===== src/rtl/lgdw_pkg.sv =====
`default_nettype none

package lgdw_pkg;

	// Window and best lengths saturate at the top of this width
	localparam int unsigned WIN_BITS = 11;

	typedef logic [WIN_BITS-1:0] win_t;

	localparam win_t WIN_MAX = '1;

	// Window state after one symbol
	typedef struct packed {
		win_t window;
		win_t best;
	} win_state_t;

endpackage

`default_nettype wire


===== src/rtl/lgdw_update.sv =====
`default_nettype none

module lgdw_update #(
	parameter int unsigned POS_BITS = 32
) (
	input  wire logic                  new_seq,
	input  wire logic                  seen,
	input  wire logic [POS_BITS-1:0]   last_pos,
	input  wire logic [POS_BITS-1:0]   pos,
	input  wire lgdw_pkg::win_state_t  cur,
	output      lgdw_pkg::win_state_t  nxt
);

	lgdw_pkg::win_t        win_base;
	lgdw_pkg::win_t        best_base;
	logic [POS_BITS-1:0]   pos_gap;
	logic                  shrink;

	// Drop window and best at the start of a sequence
	assign win_base  = new_seq ? '0 : cur.window;
	assign best_base = new_seq ? '0 : cur.best;

	// Shrink to just after the earlier occurrence when it lies in the window
	assign pos_gap = pos - last_pos;
	assign shrink  = seen && (pos_gap != '0) && (pos_gap <= POS_BITS'(win_base));

	always_comb begin
		if (shrink) begin
			nxt.window = lgdw_pkg::WIN_BITS'(pos_gap);
		end else if (win_base != lgdw_pkg::WIN_MAX) begin
			nxt.window = win_base + lgdw_pkg::WIN_BITS'(1);
		end else begin
			nxt.window = win_base;
		end
		nxt.best = (nxt.window > best_base) ? nxt.window : best_base;
	end

endmodule

`default_nettype wire


===== config.mk =====
export PLATFORM = sky130hd
export DESIGN_NAME = lgdw_update
export DESIGN_NICKNAME = d
export VERILOG_FILES = /design/src/rtl/lgdw_pkg.sv /design/src/rtl/lgdw_update.sv
export SDC_FILE = /design/constraint.sdc
export NUM_CORES = 1
export LEC_CHECK = 0
export ABC_AREA = 1
export BUFFER_PORTS_ARGS = -buffer_cell sky130_fd_sc_hd__clkbuf_2
export CORE_ASPECT_RATIO = 0.7
export CORE_MARGIN = 4
export CORE_UTILIZATION = 40
export DETAILED_ROUTE_END_ITERATION = 10
export PLACE_DENSITY = 0.67
export SLEW_MARGIN = 20
export SYNTH_ARGS = -nofsm -noshare
export SYNTH_HDL_FRONTEND = slang
export SYNTH_SLANG_ARGS = --single-unit

===== constraint.sdc =====
create_clock -name vclk -period 14.8
set_input_delay 1.48 -clock vclk [all_inputs]
set_output_delay 1.48 -clock vclk [all_outputs]
set_load 0.02 [all_outputs]

# Word level (Yosys, flattened, before mapping)
# Index checks and enable logic that the tools add are counted.
dict set report classes {
  order_cmp 2
  reduce_logical 3
  add_sub_neg 2
  eq_ne 1
  n_mux 5
}
# cell count
set ops {}
lappend ops {{11-bit 2-to-1 mux} 5}
lappend ops {{32-bit by 11-bit <= comparator with 1-bit output} 1}
lappend ops {{32-bit nonzero test} 1}
lappend ops {{32-bit subtractor} 1}
lappend ops {{11-bit by 1-bit adder with 11-bit output, second input constant} 1}
lappend ops {{11-bit greater-than comparator} 1}
lappend ops {{11-bit inequality test, second input constant} 1}
lappend ops {{1-bit logical AND} 2}
dict set report totals {
  elab_cells 13
  register_bits 0
  out_inout_bits 22
  input_bits 88
}

# Depth between registers and ports, before layout
# Gate-level depths: netlist of the first run.
dict set report depth {
  ltp_word 7
  depth_mapped 39
  depth_no_buf 39
}

# Least setup slack after synthesis of the first run
# No wires, ideal clock.
dict set report synth_timing {
  path_type {input to output}
  from {in pos[0]}
  to {out nxt[1] (netlist bit)}
  path_buffers 1
  arrival_time_ns 5.681
  required_time_ns 13.320
  stages 33
  setup_slack_ns 7.639
  cell_sequence {inv_1 -> ha_1 -> fa_1 -> inv_1 -> nand3_1 -> nand2_1 -> nand2_1 -> nand3_1 -> nand2_1 -> ha_1 -> nand2_1 -> nor3_1 -> and2_1 -> a21oi_1 -> nor2_1 -> nand3_2 -> nor2_8 -> nand2_4 -> nand2_1 -> and2_1 -> ha_1 -> a21oi_1 -> o21ai_0 -> a221oi_1 -> o21ai_0 -> nand2_1 -> nand2_1 -> nand2_1 -> nand2_1 -> nand2_1 -> clkbuf_1 -> nand3_1 -> nand2_1}
}
# item line_no
set synth_rtl {}
lappend synth_rtl {{from (decl)} lgdw_update.sv:9} ;# input wire logic [POS_BITS-1:0] pos,
lappend synth_rtl {{to (decl)} lgdw_update.sv:11} ;# output lgdw_pkg::win_state_t nxt

==> impl_metrics.csv, run 1 <==
group,metric,value,unit
outcome,status,"finished, final reports clean",
worst_setup_path,worstPathArrival,6610,ps
floorplan,start_util,41.1,%
synth,synth_top_cell_area_share,29.0,%
finish,area_delta_synth_final,16.5,%
detailed_routing,drc,0,
power_and_ir_drop,power_leakage,3.28,nW
sta,finalHoldViolations,0,
worst_setup_path,path_common_cell,"nand2_1",
synth,yosys_warnings,0,
synth,seq_area_frac_synth,0,%
worst_setup_path,critPathBufInv,5,
detailed_routing,via_count,5432,
sta,max_slew_margin,71.1,%
floorplan,rows,31,
sta,grt_setup_unrepaired,"false",
synth,synth_area_leader_cell,"nand2_1",
worst_setup_path,end_kind,"primary output",
grt,grt_use_total,20.2,%
placement,portBuffers,110,
placement,dpl_worst_slack,6790,ps
clocking,cts_setup_buffers,0,
floorplan,core,10400,sq um
synth,synthTopCellsByArea,"nand2_1 29%, ha_1 16%, inv_1 15%, nand3_1 9.7%, nor2_1 7.0%",
clocking,ctsHoldBuffers,0,
power_and_ir_drop,ir_worst_vdd,0.0213,mV
worst_setup_path,critPathMaxFanout,11,
placement,dp_hpwl,11600,um
synth,synth.avg_cell_area,4.90,sq um
sta,post-route-min-period,8090,ps
finish,register_area,0,sq um
sta,setup_viol,0,
finish,final_cell_mix,"328 x nand2_1, 169 x inv_1, 110 x clkbuf_2",
worst_setup_path,cpPeakStageDelay,410,ps
detailed_routing,post_drt_wl_per_cell,11.7,um
placement,dp_cells,1106,
sta,setup-tns-final,0,ps
worst_hold_path,hold_path_end,"nxt[5]",
sta,worst_slew_pin_slew,430,ps
sta,setup_ws,6710,ps
synth,synth.mux.area_fraction,0,%
synth,synth_xor_area_share,1.03,%
synth,syn_inst,868,
worst_setup_path,critPathLaunchType,"primary input",
finish,nets,1119,
worst_hold_path,whs_path_depth,4,
synth,syn-num-nets,1011,
sta,post-route-period-util,54.7,%
synth,synth_top_family_by_area,"simple AND/OR/NAND/NOR gates",
finish,n_sequential_cell,0,
detailed_routing,first_pass_iters,5,
finish,nClkBuffers,0,
worst_setup_path,path_delay_family,"simple AND/OR/NAND/NOR gates",
power_and_ir_drop,total_power,0.201,mW
worst_setup_path,crit_required,13320,ps
sta,fmax,0.124,GHz
sta,slew_viol_final,0,
synth,syn_area,4250,sq um
synth,synthDistinctLibCells,32,
grt,grt.overflow.total,0,
detailed_routing,ant_nets,0,
finish,diodes,0,
synth,synthSimpleGateAreaFrac,59.1,%
placement,globalplace.congestion,0.982,
grt,grt_pass1_wl,21400,um
clocking,cts_resized,0,
grt,antenna_found_initial,0,
worst_hold_path,hp-class,"primary input to primary output",
worst_setup_path,crit_slowest_cell,"fa_1",
synth,synthAdderAreaFrac,16.4,%
finish,layout-drive-gt1-share,17.0,%
finish,final_common_cell,"nand2_1",
detailed_routing,via_per_inst,4.91,
finish,stdcell_count,1106,
detailed_routing,drt-initial-drc-count,559,
floorplan,chipWidth,131,um
finish,fillCellCount,1191,
synth,synth_compound_gate_area_share,7.18,%
grt,grt_max_degree,26,
grt,grt_pass1_vias,4533,
floorplan,io_pins,110,
power_and_ir_drop,power_density,40.7,nW/um^2
detailed_routing,drt_wl_total,13000,um
worst_hold_path,worstHoldStart,"cur[5]",
worst_setup_path,criticalPathCategory,"primary input to primary output",
flow_run,cap_violations,0,
floorplan,fp.dieH,94.3,um
floorplan,dieArea,12400,sq um
how the worst max path moves through the flow:
stage | depth (start not counted) | start | end | slack, ps
floorplan | 33 | pos[0] | nxt[1] | 7640
global placement | 34 | pos[0] | nxt[2] | 6860
detailed placement | 38 | pos[0] | nxt[2] | 6790
CTS | 34 | pos[0] | nxt[2] | 6770
global route | 35 | last_pos[4] | nxt[2] | 6140
finish | 34 | pos[0] | nxt[2] | 6710
area by class of cell:
cell class | instances | area [sq um] | share of cell area (%)
well taps | 132 | 165 | 3.33
repair buffers | 111 | 558 | 11.3
inverters | 180 | 676 | 13.6
multi-input cells | 683 | 3560 | 71.8
metrics by stage:
step	instance area (sq um)	util (%)	hold slack (ps)
after CTS	4950	47.8	3310
final	4950	47.8	3310
after global placement	4950	47.8	3310
after global routing	4950	47.8	3330
after floorplan	4250	-	3150
after detailed placement	4950	47.8	3310
synth_stat cells, types with 4 or more instances:
library cell and number:
nor2_2 7, inv_1 169, nand2_2 21, nor2_1 79, nand3b_1 7, nand2_1 328
clkbuf_1 4, ha_1 54, inv_2 9, a21oi_2 5, o21ai_0 10, nand4_1 13
nand3_1 82, a21oi_1 28, nand3_2 7, xor2_1 4, nor3_1 10, and2_1 9
cell families (layout without fill, tap and decap cells):
kind of cell,Yosys count,in the layout
simple gates,570,570
fa+ha+maj,55,55
compound gates,53,53
buf+inv,185,291
xor+xnor,5,5
where the power goes:
part / leakage, nW / switching (mW) / internal, mW
combinational: 3.28 / 0.131 / 0.0706
sequential: 0 / 0 / 0
clock: 0 / 0 / 0
layer usage:
metal,wire [um],global-route usage [%],part of all wire (%)
met1,6890,33.4,53
met2,4820,29.1,37
met5,0,0,0
met3,1250,1.87,9.6
met4,0,0,0
(Power assumes the default switching activity.)
==> run 2, diff against run 1 <==
PLACE_DENSITY = 0.7   (was 0.67)
clock period = 7.3 ns   (was 14.8 ns; I/O delays follow)
==> impl_metrics.csv, run 2 (same netlist as run 1, synthesis figures left out) <==
group,metric,value,unit
outcome,status,"finished, final reports clean",
finish,post-route-util,47.9,%
worst_setup_path,criticalPathCategory,"primary input to primary output",
finish,diodes,0,
detailed_routing,via_count,5360,
detailed_routing,post_drt_wl_per_cell,11.7,um
detailed_routing,ant_nets,0,
floorplan,dieArea,12400,sq um
finish,layout-drive-gt1-share,17.1,%
sta,setup_viol,0,
power_and_ir_drop,ir_worst_vdd,0.0477,mV
floorplan,fp.dieH,94.3,um
clocking,cts_setup_buffers,0,
floorplan,start_util,41.1,%
finish,final_cell_mix,"328 x nand2_1, 169 x inv_1, 110 x clkbuf_2",
floorplan,chipWidth,131,um
grt,antenna_found_initial,0,
sta,worst_slew_pin_slew,423,ps
sta,max_slew_margin,71.6,%
worst_hold_path,hp-class,"primary input to primary output",
clocking,ctsHoldBuffers,0,
finish,nets,1120,
sta,fmax,0.156,GHz
grt,grt_max_degree,26,
sta,grt_setup_unrepaired,"false",
worst_setup_path,critPathLaunchType,"primary input",
worst_setup_path,crit_slowest_cell,"ha_1",
detailed_routing,first_pass_iters,5,
flow_run,cap_violations,0,
sta,post-route-min-period,6400,ps
sta,slew_viol_final,0,
worst_setup_path,end_kind,"primary output",
floorplan,io_pins,110,
finish,nClkBuffers,0,
worst_setup_path,path_common_cell,"nand2_1",
floorplan,rows,31,
detailed_routing,drt_wl_total,12900,um
detailed_routing,via_per_inst,4.84,
grt,grt_pass1_vias,4584,
sta,post-route-period-util,87.7,%
power_and_ir_drop,power_density,82.5,nW/um^2
finish,n_sequential_cell,0,
floorplan,core,10400,sq um
worst_setup_path,worstPathArrival,5670,ps
grt,grt_pass1_wl,21300,um
sta,setup-tns-final,0,ps
clocking,cts_resized,0,
worst_setup_path,cpPeakStageDelay,390,ps
placement,portBuffers,110,
finish,final_common_cell,"nand2_1",
grt,grt_use_total,20.1,%
placement,dp_hpwl,11500,um
finish,fillCellCount,1156,
power_and_ir_drop,power_leakage,3.28,nW
worst_setup_path,crit_required,6570,ps
placement,globalplace.congestion,0.975,
detailed_routing,drt-initial-drc-count,432,
finish,register_area,0,sq um
finish,area_delta_synth_final,16.7,%
sta,finalHoldViolations,0,
detailed_routing,drc,0,
worst_setup_path,critPathMaxFanout,11,
grt,grt.overflow.total,0,
run 2: changes by cell type in the layout (fill, tap and decap cells not counted):
| cell | before | now |
|---|---|---|
| buf_4 | 1 | 2 |
run 2: worst max-delay path: cells and delay by family:
kind	cells	cell delay [ps]
buf+inv	6	770
simple gates	21	2080
compound gates	7	1060
fa+ha+maj	3	1010
run 2: final cells by class:
class	count	area (sq um)	area share, %
Inverter	180	676	13.6
Tap cell	132	165	3.33
Timing Repair Buffer	112	566	11.4
Multi-Input combinational cell	683	3560	71.7
run 2: report_power, final:
group,switching (mW),internal (mW)
sequential,0,0
clock,0,0
combinational,0.265,0.144
total,0.265,0.144
run 2: worst paths after layout:
path	startpoint	end	slack, ps	depth (start not counted)
hold / removal	cur[5]	nxt[5]	1810	4
setup / recovery	last_pos[6]	nxt[2]	900	37
run 2: through the flow:
step	area [sq um]	total power, mW	hold WS, ps	worst slack (ps)	instances
after floorplan	4250	0.292	1650	1640	868
after global placement	4960	0.400	1810	1050	1107
after detailed placement	4960	0.402	1810	983	1107
after CTS	4960	0.404	1810	963	1107
after global routing	4960	0.467	1830	401	1107
final	4960	0.409	1810	897	1107
run 2: metal layers:
metal	up-vias	part of all wire (%)	GRT usage [%]
li1	2909	-	-
met3	6	8.4	1.55
met2	206	37	29.5
met5	-	0	0
met1	2239	54	32.8
met4	0	0.15	0.175
